## config.mk

```make
export PLATFORM = sky130hd
export DESIGN_NAME = time_of_day_clock_with_stopwatch
export DESIGN_NICKNAME = d
export VERILOG_FILES = /design/src/rtl/tods_pkg.sv /design/src/rtl/time_of_day_clock_with_stopwatch.sv /design/src/rtl/tods_step.sv
export SDC_FILE = /design/constraint.sdc
export NUM_CORES = 1
export LEC_CHECK = 0
export BUFFER_PORTS_ARGS = -buffer_cell sky130_fd_sc_hd__buf_2
export CAP_MARGIN = 20
export CORE_MARGIN = 2
export CORE_UTILIZATION = 63
export DETAILED_ROUTE_END_ITERATION = 12
export PLACE_DENSITY_LB_ADDON = 0.12
export SYNTH_ARGS = -nofsm -noshare
export SYNTH_HDL_FRONTEND = slang
export SYNTH_SLANG_ARGS = --single-unit
```

## constraint.sdc

```tcl
create_clock -name clock -period 10.1 [get_ports clock]
set_input_delay 2.02 -clock clock [delete_from_list [all_inputs] [get_ports clock]]
set_output_delay 2.02 -clock clock [all_outputs]
set_load 0.01 [all_outputs]
```

## src/rtl/tods_pkg.sv

```systemverilog
// Shared types and constants for the time-of-day clock with stopwatch.
// Holds the item structs, the one-hot mode type and the item kind codes.
// No dependencies.
package tods_pkg;

   localparam logic [1:0] KIND_TICK   = 2'd0;
   localparam logic [1:0] KIND_BUTTON = 2'd1;
   localparam logic [1:0] KIND_CLEAR  = 2'd2;

   localparam logic [2:0] CODE_RUN   = 3'd0;
   localparam logic [2:0] CODE_SET_H = 3'd1;
   localparam logic [2:0] CODE_SET_M = 3'd2;
   localparam logic [2:0] CODE_SET_S = 3'd3;
   localparam logic [2:0] CODE_IDLE  = 3'd4;

   localparam logic [10:0] MS_STEP     = 11'd5;
   localparam logic [10:0] MS_PER_SEC  = 11'd1000;
   localparam logic [6:0]  SEC_PER_MIN = 7'd60;
   localparam logic [6:0]  MIN_PER_HR  = 7'd60;
   localparam logic [5:0]  HR_PER_DAY  = 6'd24;

   typedef enum logic [4:0] {
      MODE_RUN     = 5'b00001,
      MODE_SET_H   = 5'b00010,
      MODE_SET_M   = 5'b00100,
      MODE_SET_S   = 5'b01000,
      MODE_STOPPED = 5'b10000
   } mode_type;

   typedef struct packed {
      logic [1:0] mode;
      logic       key_held;
   } req_type;

   typedef struct packed {
      logic [4:0] hours;
      logic [5:0] minutes;
      logic [5:0] seconds;
      logic [9:0] milliseconds;
      logic [2:0] mode_id;
      logic       fast_tick;
      logic       counting;
   } rsp_type;

   typedef struct packed {
      logic [4:0] hours;
      logic [5:0] minutes;
      logic [5:0] seconds;
      logic [9:0] milliseconds;
      mode_type   mode;
   } state_type;

endpackage

```

## src/rtl/time_of_day_clock_with_stopwatch.sv

```systemverilog
// Time-of-day clock with set modes and stopwatch: each item is a tick, a mode
// button press or a clear-time command, and each gives one result with the
// time and mode after it. An item enters an input register, is applied to the
// time and mode state, and its result leaves from a result register, so the
// block takes one item per cycle unless a full result register is not taken;
// the state register, updated as each item advances, sets that rate. Writing
// the clock type register also sets the mode: running for the clock, idle for
// the stopwatch. The time is kept. Depends on tods_pkg and tods_step.
module time_of_day_clock_with_stopwatch (
   input  logic              clock,
   input  logic              reset,
   input  logic              req_valid,
   output logic              req_ready,
   input  tods_pkg::req_type req_data,
   output logic              rsp_valid,
   input  logic              rsp_ready,
   output tods_pkg::rsp_type rsp_data,
   input  logic              csr_valid,
   output logic              csr_ready,
   input  logic              csr_data
);
   import tods_pkg::*;

   logic      in_valid_ff;
   logic      in_valid_in;
   req_type   in_data_ff;
   logic      rsp_valid_ff;
   logic      rsp_valid_in;
   rsp_type   rsp_data_ff;
   rsp_type   rsp_data_in;
   logic      type_ff;
   state_type state_ff;
   state_type state_in;
   state_type next_state;
   logic      advance;
   logic      set_mode;
   logic [2:0] mode_code;

   tods_step u_step (
      .use_stopwatch (type_ff),
      .req           (in_data_ff),
      .state         (state_ff),
      .next          (next_state)
   );

   assign advance   = in_valid_ff && (!rsp_valid_ff || rsp_ready);
   assign req_ready = !in_valid_ff || advance;
   assign csr_ready = 1'b1;
   assign rsp_valid = rsp_valid_ff;
   assign rsp_data  = rsp_data_ff;

   always_comb begin
      case (next_state.mode)
         MODE_RUN:     mode_code = CODE_RUN;
         MODE_SET_H:   mode_code = CODE_SET_H;
         MODE_SET_M:   mode_code = CODE_SET_M;
         MODE_SET_S:   mode_code = CODE_SET_S;
         MODE_STOPPED: mode_code = CODE_IDLE;
         default:      mode_code = CODE_RUN;
      endcase
      set_mode = (next_state.mode == MODE_SET_H) || (next_state.mode == MODE_SET_M) ||
                 (next_state.mode == MODE_SET_S);

      rsp_data_in.hours        = next_state.hours;
      rsp_data_in.minutes      = next_state.minutes;
      rsp_data_in.seconds      = next_state.seconds;
      rsp_data_in.milliseconds = next_state.milliseconds;
      rsp_data_in.mode_id      = mode_code;
      rsp_data_in.fast_tick    = !type_ff && set_mode;
      rsp_data_in.counting     = (next_state.mode != MODE_STOPPED);

      in_valid_in  = (req_valid && req_ready) || (in_valid_ff && !advance);
      rsp_valid_in = advance || (rsp_valid_ff && !rsp_ready);

      state_in = advance ? next_state : state_ff;
      if (csr_valid) begin
         state_in.mode = csr_data ? MODE_STOPPED : MODE_RUN;
      end
   end

   always_ff @(posedge clock) begin
      if (reset) begin
         in_valid_ff  <= 1'b0;
         rsp_valid_ff <= 1'b0;
         type_ff      <= 1'b0;
         state_ff     <= '{hours: 5'd0, minutes: 6'd0, seconds: 6'd0,
                           milliseconds: 10'd0, mode: MODE_RUN};
      end else begin
         in_valid_ff  <= in_valid_in;
         rsp_valid_ff <= rsp_valid_in;
         state_ff     <= state_in;
         if (csr_valid) begin
            type_ff <= csr_data;
         end
      end
   end

   always_ff @(posedge clock) begin
      if (req_valid && req_ready) begin
         in_data_ff <= req_data;
      end
      if (advance) begin
         rsp_data_ff <= rsp_data_in;
      end
   end

`ifndef SYNTHESIS
   a_hours_range : assert property (@(posedge clock) disable iff (reset)
      rsp_valid_ff |-> (rsp_data_ff.hours <= 5'd23) && (rsp_data_ff.minutes <= 6'd59) &&
                       (rsp_data_ff.seconds <= 6'd59) &&
                       (rsp_data_ff.milliseconds <= 10'd995))
      else $error("time value out of range");

   a_idle_flags : assert property (@(posedge clock) disable iff (reset)
      rsp_valid_ff |-> (rsp_data_ff.counting == (rsp_data_ff.mode_id != CODE_IDLE)))
      else $error("counting flag disagrees with mode");

   a_fast_tick : assert property (@(posedge clock) disable iff (reset)
      (rsp_valid_ff && rsp_data_ff.fast_tick) |-> (rsp_data_ff.mode_id == CODE_SET_H ||
         rsp_data_ff.mode_id == CODE_SET_M || rsp_data_ff.mode_id == CODE_SET_S))
      else $error("fast tick outside a set mode");

   a_item_held : assert property (@(posedge clock) disable iff (reset)
      (in_valid_ff && !advance) |=> (in_valid_ff && $stable(in_data_ff)))
      else $error("stalled item lost");
`endif

endmodule

```

## src/rtl/tods_step.sv

```systemverilog
// Next-state logic of the clock: applies one item to the time and mode.
// Handles ticks with carry ripple, button mode cycling and clear time;
// starting the stopwatch from idle zeroes it. Depends on tods_pkg.
module tods_step (
   input  logic               use_stopwatch,
   input  tods_pkg::req_type   req,
   input  tods_pkg::state_type state,
   output tods_pkg::state_type next
);
   import tods_pkg::*;

   logic        add_ms;
   logic        add_s;
   logic        add_m;
   logic        add_h;
   logic [10:0] ms_sum;
   logic        ms_carry;
   logic [6:0]  s_sum;
   logic        s_carry;
   logic [6:0]  m_sum;
   logic        m_carry;
   logic [5:0]  h_sum;
   state_type   ticked;
   mode_type    pressed;

   always_comb begin
      add_ms = use_stopwatch && (state.mode == MODE_RUN);
      add_s  = !use_stopwatch && ((state.mode == MODE_RUN) ||
                                  ((state.mode == MODE_SET_S) && req.key_held));
      add_m  = !use_stopwatch && (state.mode == MODE_SET_M) && req.key_held;
      add_h  = !use_stopwatch && (state.mode == MODE_SET_H) && req.key_held;

      ms_sum   = {1'b0, state.milliseconds} + (add_ms ? MS_STEP : 11'd0);
      ms_carry = (ms_sum >= MS_PER_SEC);
      s_sum    = {1'b0, state.seconds} + {6'd0, add_s | ms_carry};
      s_carry  = (s_sum >= SEC_PER_MIN);
      m_sum    = {1'b0, state.minutes} + {6'd0, add_m | s_carry};
      m_carry  = (m_sum >= MIN_PER_HR);
      h_sum    = {1'b0, state.hours} + {5'd0, add_h | m_carry};

      ticked              = state;
      ticked.milliseconds = ms_carry ? 10'd0 : ms_sum[9:0];
      ticked.seconds      = s_carry ? 6'd0 : s_sum[5:0];
      ticked.minutes      = m_carry ? 6'd0 : m_sum[5:0];
      ticked.hours        = (h_sum >= HR_PER_DAY) ? 5'd0 : h_sum[4:0];
   end

   always_comb begin
      pressed = state.mode;
      if (!use_stopwatch) begin
         case (state.mode)
            MODE_RUN:   pressed = MODE_SET_H;
            MODE_SET_H: pressed = MODE_SET_M;
            MODE_SET_M: pressed = MODE_SET_S;
            MODE_SET_S: pressed = MODE_RUN;
            default:    pressed = state.mode;
         endcase
      end else begin
         case (state.mode)
            MODE_STOPPED: pressed = MODE_RUN;
            MODE_RUN:     pressed = MODE_STOPPED;
            default:      pressed = state.mode;
         endcase
      end
   end

   always_comb begin
      next = state;
      case (req.mode)
         KIND_TICK: begin
            next = ticked;
         end
         KIND_BUTTON: begin
            next.mode = pressed;
            if (use_stopwatch && (state.mode == MODE_STOPPED)) begin
               next.hours        = 5'd0;
               next.minutes      = 6'd0;
               next.seconds      = 6'd0;
               next.milliseconds = 10'd0;
            end
         end
         KIND_CLEAR: begin
            next.hours        = 5'd0;
            next.minutes      = 6'd0;
            next.seconds      = 6'd0;
            next.milliseconds = 10'd0;
         end
         default: begin
            next = state;
         end
      endcase
   end

endmodule

```

==> results of run 1 <==
[critical path: cells and delay by family (launching register included)]
kind	cells	cell delay [ns]
AOI/OAI and AO/OA	11	2.17
adders and majority gates	8	1.99
and+or+nand+nor	10	1.93
DFF	1	0.38
muxes	1	0.30
[cells in the final DEF, fill, tap and decap left out, types with 6 or more instances in the layout]
cell	n
edfxtp_1	35
a31oi_1	9
a22o_1	12
nand3_1	15
dfxtp_1	35
nand2_1	35
buf_2	42
nor3_1	11
clkbuf_8	10
a21oi_1	26
nand2b_1	10
o31ai_1	7
nand4_1	6
nor2_1	43
ha_1	9
inv_1	8
nor2b_1	9
mux2i_1	6
o21ai_0	19
[path summary, 6_finish.rpt]
| kind | slack [ns] | start | to | depth (start not counted) |
|---|---|---|---|---|
| max | 3.23 | state_ff[1] | state_ff[30] | 30 |
| min | 0.50 | state_ff[27] | state_ff[27] | 2 |
| max reg2reg | 3.23 | state_ff[1] | state_ff[30] | 30 |
| min reg2reg | 0.50 | state_ff[27] | state_ff[27] | 2 |
[power by group]
group / internal (mW) / leakage [nW] / switching (mW) / total (mW)
Clock: 0.145 / 0.108 / 0.110 / 0.255
Sequential: 0.306 / 0.614 / 0.00636 / 0.313
Combinational: 0.0178 / 0.856 / 0.0345 / 0.0524
[area by class of cell]
class                   count  area (um^2)
repair buffers             43        230.2
inverters                   9        33.78
fillers                   433         1652
multi-input cells         303         1937
clock inverters             6        85.08
flip-flops and latches     70         1752
well taps                  75        93.84
clock buffers              10        137.6
[routing by layer]
layer,global-route usage,share of wire,up-vias
met3,0.07174,0.063,24
li1,-,-,1612
met4,0.1533,0.026,0
met1,0.3468,0.43,1612
met2,0.4613,0.49,152
met5,0,0,-
[flip-flops by register name, summed over array words and instances, names as in the netlist]
name and cells:
in_data_ff 3, in_valid_ff 1, rsp_data 32, rsp_valid 1, state_ff 32, type_ff 1
[per-stage QoR]
| step | hold WS (ns) | area [um^2] | cells | total power [mW] |
|---|---|---|---|---|
| after global placement | 0.4761 | 4026 | 499 | 0.3682 |
| after detailed placement | 0.4922 | 4026 | 499 | 0.3699 |
| final | 0.5030 | 4269 | 516 | 0.6203 |
| after CTS | 0.5069 | 4249 | 515 | 0.6192 |
| after global routing | 0.5415 | 4269 | 516 | 0.6399 |
| after floorplan | 0.4539 | 3851 | 411 | 0.3552 |
[kinds of logic (layout without fill, tap and decap cells)]
group | Yosys count | after routing | share of synthesized area
xor+xnor | 3 | 3 | 0.006824
other cells | 1 | 1 | 0.0009737
fa+ha+maj | 9 | 9 | 0.02924
simple gates | 152 | 152 | 0.1949
compound gates | 131 | 131 | 0.2511
buf+inv | 38 | 68 | 0.04353
mux | 7 | 7 | 0.01852
flops | 70 | 70 | 0.4548
==> flow_summary.toml, run 1 <==
[synthesis]
synth_flop_cell = "edfxtp_1"
async_reset_ff_frac = 0
synth_cell_types = 65
synthCells = 411
synth-edff-count = 35
yosys_warnings = 0
avgSynthCellArea_um2 = 9.370
yosysMostFrequentCell = "nor2_1"
yosysTopAreaCell = "edfxtp_1"
netlist.area_leader.share = 0.2729
synth_commonest_cells = "nor2_1 (43), dfxtp_1 (35), edfxtp_1 (35), nand2_1 (35), a21oi_1 (26)"
syn-num-nets = 429
seq_area_frac_synth = 0.4548
syn_area_mm2 = 0.003851
synth-seq-cells = 70
synth_area_leaders = "edfxtp_1 (27%), dfxtp_1 (18%), nor2_1 (4.2%)"

[clock_network]
cts_root_buffer = "clkbuf_8"
post_cts_buffers = 0
clock_sinks = 70
cts_tree = "done"
clk_latency_ns = 0.36
ctsHoldBuffers = 0
ctsResizeCount = 0
cts_buffer_depth = 2
cts.htree.levels = 3
clk_pin_slew_ns = 0.08
numCtsBuffers = 9

[pwr]
ir_drop_uv = 109.1
leakagePower_nw = 1.578
p_per_area_mw_per_mm2 = 145.3

[grt]
grt_pass1_wl_mm = 14.63
antenna_found_initial = 0
first_global_vias = 3168
grt_remaining_overflow = 0
grt_max_degree = 59
grt_usage = 0.2845

[setup_path]
critical_path.max_fanout = 8
criticalPathCategory = "flip-flop to flip-flop"
critPathSlowestCell = "or4_1"
worstSetupStartpointType = "flip-flop"
cp-end-kind = "flip-flop"
cp.arrival_ns = 7.14
path_common_cell = "ha_1"
cp.required_ns = 10.37
critPathMaxStageDelay_ns = 0.56

[sta]
tns_ns = 0
worst_pin_slew_ns = 0.9916
fmax_mhz = 145.5
final_max_slew_viol_count = 0
setup_ws_ns = 3.226
rsz0062_at_grt = "no"
relSlewSlack = 0.3350
finalSetupViolCount = 0
finalHoldViolCount = 0
period_share = 0.6806
fin_skew_ns = 0.006289
layout_min_cycle_time_ns = 6.874

[finish]
utilization = 0.7210
antenna_cells = 0
syn_to_final_growth_pct = 10.85
drive_above_1_share = 0.1791
finalNetCount = 454

[route]
dr.pass1.iters = 5
antenna_left = 0
vias = 3400
wl_per_cell_um = 17.18
drtIter0Drc = 265
drc = 0
wirelength_mm = 8.863
via_per_inst = 6.589

[min_path]
hold_path_class = "flip-flop to flip-flop"

[floorplanning]
die_h_um = 82.19
initial_core_util = 0.6505
die_area_mm2 = 0.006754
core_area_mm2 = 0.005921
die_x_um = 82.19
ios = 44
rows = 28

[placed_design]
dp_hpwl_mm = 5.653
dpl_worst_slack_ns = 3.382
port_buffers = 42
gp_congestion = 0.8922

[flow_run]
maxCapViolations = 0

[outcome]
outcome = "complete, no violations"
No activity file was read; power rests on OpenSTA's default activity.
==> inputs of run 2 (changes only) <==
Settings changed: ABC_AREA set to 1, CORE_UTILIZATION 63 to 53.
Clock period 10.1 ns to 5.9 ns, I/O delays scaled along.
==> run 2 against run 1 <==
  * Non-clock buffer count up 14
  * Worst setup slack worse by 2.9 ns
  * First-iteration DRC count down 27%
  * Worst hold slack worse by 0.029 ns
  * Die area up 19%
  * Highest routed layer unchanged
==> flow_summary.toml, run 2 <==
[setup_path]
critPathMaxStageDelay_ns = 0.37
cp-end-kind = "flip-flop"
worst-r2r-cell-count = 38
critical_path.max_fanout = 5
critPathSlowestCell = "dfxtp_4"
cp.required_ns = 6.15
crit_cells = 38
criticalPathCategory = "flip-flop to flip-flop"
worstSetupStartpointType = "flip-flop"
cp_top_family = "simple AND/OR/NAND/NOR gates"
crit_buf_inv = 3
cp.arrival_ns = 5.79

[pwr]
combinationalPowerShare = 0.127
p_clk_frac = 0.420
p_sw_frac = 0.2474
total_power_mw = 1.238
p_per_area_mw_per_mm2 = 265.4
leakagePower_nw = 2.197
p_seq_frac = 0.453
intPower_mw = 0.9317
p_sw_mw = 0.3063
ir_drop_uv = 176.6

[clock_network]
cts_root_buffer = "clkbuf_8"
cts_buffer_depth = 2
cts_tree = "done"
ctsHoldBuffers = 0
numCtsBuffers = 9
cts.htree.levels = 3
clk_latency_ns = 0.35
clock_sinks = 70
clk_pin_slew_ns = 0.08

[grt]
grt_max_degree = 47
antenna_found_initial = 0
grt_pass1_wl_mm = 14.51
grt_usage = 0.2193
grt_remaining_overflow = 0
first_global_vias = 3286

[route]
drtIter0Drc = 194
dr.pass1.iters = 5
wl_per_cell_um = 12.96
via_per_inst = 5.231
antenna_left = 0
drc = 0
vias = 3468
wirelength_mm = 8.590

[floorplanning]
die_x_um = 89.74
core_area_mm2 = 0.007176
initial_core_util = 0.5430
die_h_um = 89.74
die_area_mm2 = 0.008053
ios = 44
rows = 31

[sta]
fin_skew_ns = 0.008727
tns_ns = 0
layout_min_cycle_time_ns = 5.535
period_share = 0.9381
finalHoldViolCount = 0
worst_pin_slew_ns = 1.037
finalSetupViolCount = 0
final_max_slew_viol_count = 0
relSlewSlack = 0.3073
fmax_mhz = 180.7

[outcome]
outcome = "complete, no violations"

[finish]
syn_to_final_growth_pct = 19.75
finalNetCount = 577
antenna_cells = 0
n_fill_cell = 596
drive_above_1_share = 0.2465
mostFrequentLayoutCells = "nand2_1 (119), inv_1 (63), nor2_1 (52), nand3_1 (43), buf_2 (42)"
final_common_cell = "nand2_1"

[synthesis]
synth_top_family_by_area = "simple AND/OR/NAND/NOR gates"
seq_area_frac_synth = 0.4496
syn-num-nets = 524
netlist.area_leader.share = 0.2697
yosysTopAreaCell = "edfxtp_1"
synth_cell_types = 37
avgSynthCellArea_um2 = 7.700
synth_flop_cell = "edfxtp_1"
synthMuxAreaShare = 0
synth_commonest_cells = "nand2_1 (121), inv_1 (64), nor2_1 (55), nand3_1 (44)"
synth_xor_area_frac = 0.02922
synth_area_leaders = "edfxtp_1 (27%), dfxtp_1 (18%), nand2_1 (12%)"
yosys_warnings = 0
synth-edff-count = 35
synth_compound_area_frac = 0.07547
synth-seq-cells = 70
syn_area_mm2 = 0.003896
async_reset_ff_frac = 0
synthCells = 506
synthAdderAreaFrac = 0.02890
synthSimpleGateAreaFrac = 0.3272
yosysMostFrequentCell = "nand2_1"

[min_path]
hold_path_class = "flip-flop to flip-flop"
hold_depth = 2

[placed_design]
gp_congestion = 0.9332
port_buffers = 42
dp_hpwl_mm = 5.586

[flow_run]
maxCapViolations = 0
run 2: changes by cell type after synthesis, moves of 12 or more:
cell / delta
clkbuf_1: -12
nor2_1: +12
inv_1: +56
nand2_1: +86
nand3_1: +29
a22o_1: -12
run 2: cells by family after synthesis:
family | after synthesis
compound gates | 55
xor+xnor | 13
fa+ha+maj | 9
buf+inv | 88
flops | 70
other cells | 1
simple gates | 270
run 2: per-layer routing:
metal | vias up | part of all wire | global-route usage
li1 | 1747 | - | -
met1 | 1601 | 0.44 | 0.2736
met4 | 0 | 0.020 | 0.09744
met3 | 16 | 0.056 | 0.04107
met2 | 104 | 0.48 | 0.3718
met5 | - | 0 | 0
run 2: worst reg2reg max path, delay by kind of cell (launching register included):
kind                     cells  cell delay, ns
adder cells (fa/ha/maj)      7            1.28
XOR/XNOR                     4            0.72
buffers and inverters        3            0.25
AO/OA/AOI/OAI                7            0.75
AND/OR/NAND/NOR             17            2.03
flip-flops                   1            0.37
run 2: path summary, 6_finish.rpt:
check / slack [ns] / startpoint / end
setup / recovery: 0.37 / state_ff[3] / state_ff[29]
hold / removal: 0.47 / in_valid_ff / rsp_valid
setup reg to reg: 0.37 / state_ff[3] / state_ff[29]
hold reg to reg: 0.47 / in_valid_ff / rsp_valid
run 2: layout make-up:
cell class | instances | area, um^2 | share of cell area
sequential | 70 | 1763 | 0.3778
multi-input combinational | 348 | 1899 | 0.4071
clock buffer | 10 | 137.6 | 0.02950
timing repair buffer | 57 | 335.3 | 0.07187
inverter | 73 | 274.0 | 0.05873
clock inverter | 6 | 132.6 | 0.02843
tap | 99 | 123.9 | 0.02655
run 2: timing repair:
action                                  4_1_cts  5_1_grt
pin swaps                                     0       12
buffers inserted                              0       10
gates resized for setup                       1       35
endpoints found under the setup margin        1       10
run 2: through the flow:
stage / hold slack, ns / area (um^2) / setup WS [ns] / utilization / std cells
after floorplan: 0.4434 / 3896 / 0.4608 / - / 506
after global placement: 0.4520 / 4189 / 0.3370 / 0.5838 / 636
after detailed placement: 0.4643 / 4209 / 0.06903 / 0.5866 / 637
after CTS: 0.4763 / 4483 / 0.07993 / 0.6248 / 653
after global routing: 0.4999 / 4666 / -0.06925 / 0.6502 / 663
final: 0.4742 / 4666 / 0.3654 / 0.6502 / 663
run 2: power groups by stage:
stage / registers, mW / clock network, mW / logic, mW
floorplan: 0.575 / 0 / 0.101
global placement: 0.571 / 0 / 0.140
detailed placement: 0.571 / 0 / 0.145
CTS: 0.560 / 0.526 / 0.146
global route: 0.565 / 0.544 / 0.179
finish: 0.561 / 0.519 / 0.157
==> inputs of run 3 (changes only) <==
Settings changed: ABC_AREA 1 to not set.
==> run 3 against run 2 <==
  * Clock power is 29% lower
  * Via count fell by 1.1%
  * Sequential share of layout area decreased by 0.79 points
  * First-iteration DRC count rose by 17%
  * Sequential power fell by 5.0%
  * Clock skew grew 0.0043 ns
  * Non-clock buffer count rose by 24
  * Global-route usage up 1.3 points
  * Highest routed layer unchanged
==> flow_summary.toml, run 3 (synthesis gave the netlist of run 1 again) <==
[outcome]
outcome = "complete, no violations"

[clock_network]
cts_buffer_depth = 2
numCtsBuffers = 9
clk_latency_ns = 0.34
cts_root_buffer = "clkbuf_8"
clock_sinks = 70
cts_tree = "done"
clk_pin_slew_ns = 0.08
cts.htree.levels = 3
ctsHoldBuffers = 0

[sta]
finalHoldViolCount = 0
worst_pin_slew_ns = 0.8789
finalSetupViolCount = 0
tns_ns = 0
final_max_slew_viol_count = 0
period_share = 0.9798
layout_min_cycle_time_ns = 5.781
rsz0062_at_grt = "yes"
relSlewSlack = 0.4141
fin_skew_ns = 0.01301
fmax_mhz = 173.0
setup_ws_ns = 0.1194
hold_slack_ns = 0.5017

[setup_path]
critical_path.max_fanout = 6
path_common_cell = "ha_4"
criticalPathCategory = "flip-flop to flip-flop"
cp-end-kind = "flip-flop"
cp.arrival_ns = 6.06
r2r_slack_ns = 0.12
crit_start = "state_ff[2]"
worstSetupStartpointType = "flip-flop"
regToRegStartpoint = "state_ff[2]"
critPathMaxStageDelay_ns = 0.54
cp.required_ns = 6.18
critPathSlowestCell = "or4b_1"

[finish]
drive_above_1_share = 0.3006
utilization = 0.6639
finalNetCount = 492
antenna_cells = 0
final_common_cell = "buf_2"
syn_to_final_growth_pct = 23.03
mostFrequentLayoutCells = "buf_2 (42), nor2_1 (41), buf_4 (38), edfxtp_1 (35), dfxtp_1 (34)"

[route]
drc = 0
antenna_left = 0
wl_per_cell_um = 15.80
via_per_inst = 5.934
drtIter0Drc = 227
vias = 3430
wirelength_mm = 9.134
dr.pass1.iters = 5

[grt]
first_global_vias = 3097
antenna_found_initial = 0
grt_remaining_overflow = 0
grt_usage = 0.2321
grt_max_degree = 58
grt_pass1_wl_mm = 14.41

[floorplanning]
ios = 44
die_x_um = 89.25
initial_core_util = 0.5396
die_h_um = 89.25
core_area_mm2 = 0.007137
rows = 31
die_area_mm2 = 0.007965

[min_path]
min_from = "state_ff[27]"
hold_path_class = "flip-flop to flip-flop"

[flow_run]
maxCapViolations = 0

[pwr]
ir_drop_uv = 131.2
p_per_area_mw_per_mm2 = 213.3
leakagePower_nw = 1.777

[placed_design]
port_buffers = 42
dp_hpwl_mm = 5.655
gp_congestion = 0.9062
dpl_worst_slack_ns = -0.2709
## run 3: cell types whose count changed in the layout (fill, tap and decap cells not counted), sizes merged, moves of 9 or more
cell    previous run  this run
xor2              13         2
nor2b              0         9
nor2              66        43
nand2b             0        10
nand2            128        35
buf               57        81
a31oi              0        10
inv               72         9
a22o               0        15
nand3             55        15
o31ai              0         9
## run 3: worst paths after layout
path,to,depth (start not counted)
max,state_ff[31],31
max reg2reg,state_ff[31],31
min reg2reg,state_ff[27],2
min,state_ff[27],2
## run 3: layout make-up
type | instances | area, um^2
fillers | 598 | 2399
multi-input cells | 303 | 2131
flip-flops and latches | 70 | 1753
repair buffers | 81 | 506.7
clock buffers | 10 | 127.6
well taps | 99 | 123.9
clock inverters | 6 | 62.56
inverters | 9 | 33.78
## run 3: where the power goes
group	internal, mW	leakage, nW	switching (mW)	total, mW
logic	0.0404	1.07	0.0659	0.106
registers	0.525	0.615	0.00854	0.533
clock network	0.194	0.0899	0.177	0.371
## run 3: per-stage QoR
stage	power [mW]	instance area, um^2	cells
6_report	1.011	4738	578
5_1_grt	1.053	4738	578
4_1_cts	1.014	4581	570
3_5_place_dp	0.6404	4257	547
3_3_place_gp	0.6384	4257	547
2_1_floorplan	0.6091	3876	411
## run 3: critical path: cells and delay by family, from the launching register on
kind / cells / cell delay [ns]
fa+ha+maj: 7 / 1.47
buf+inv: 2 / 0.31
compound gates: 12 / 1.99
mux: 1 / 0.32
simple gates: 9 / 1.25
flops: 1 / 0.35
## run 3: metal layers
metal,GRT usage,vias up,wire length (um)
met4,0.08955,0,143
met2,0.3798,84,4498
met3,0.04617,15,395
li1,-,1685,-
met5,0,-,0
met1,0.3037,1646,4097
## run 3: repair_timing
item | in CTS | in global routing
buffers inserted | 7 | 9
endpoints found under the setup margin | 10 | 10
gates resized for setup | 18 | 22
pin swaps | 11 | 19
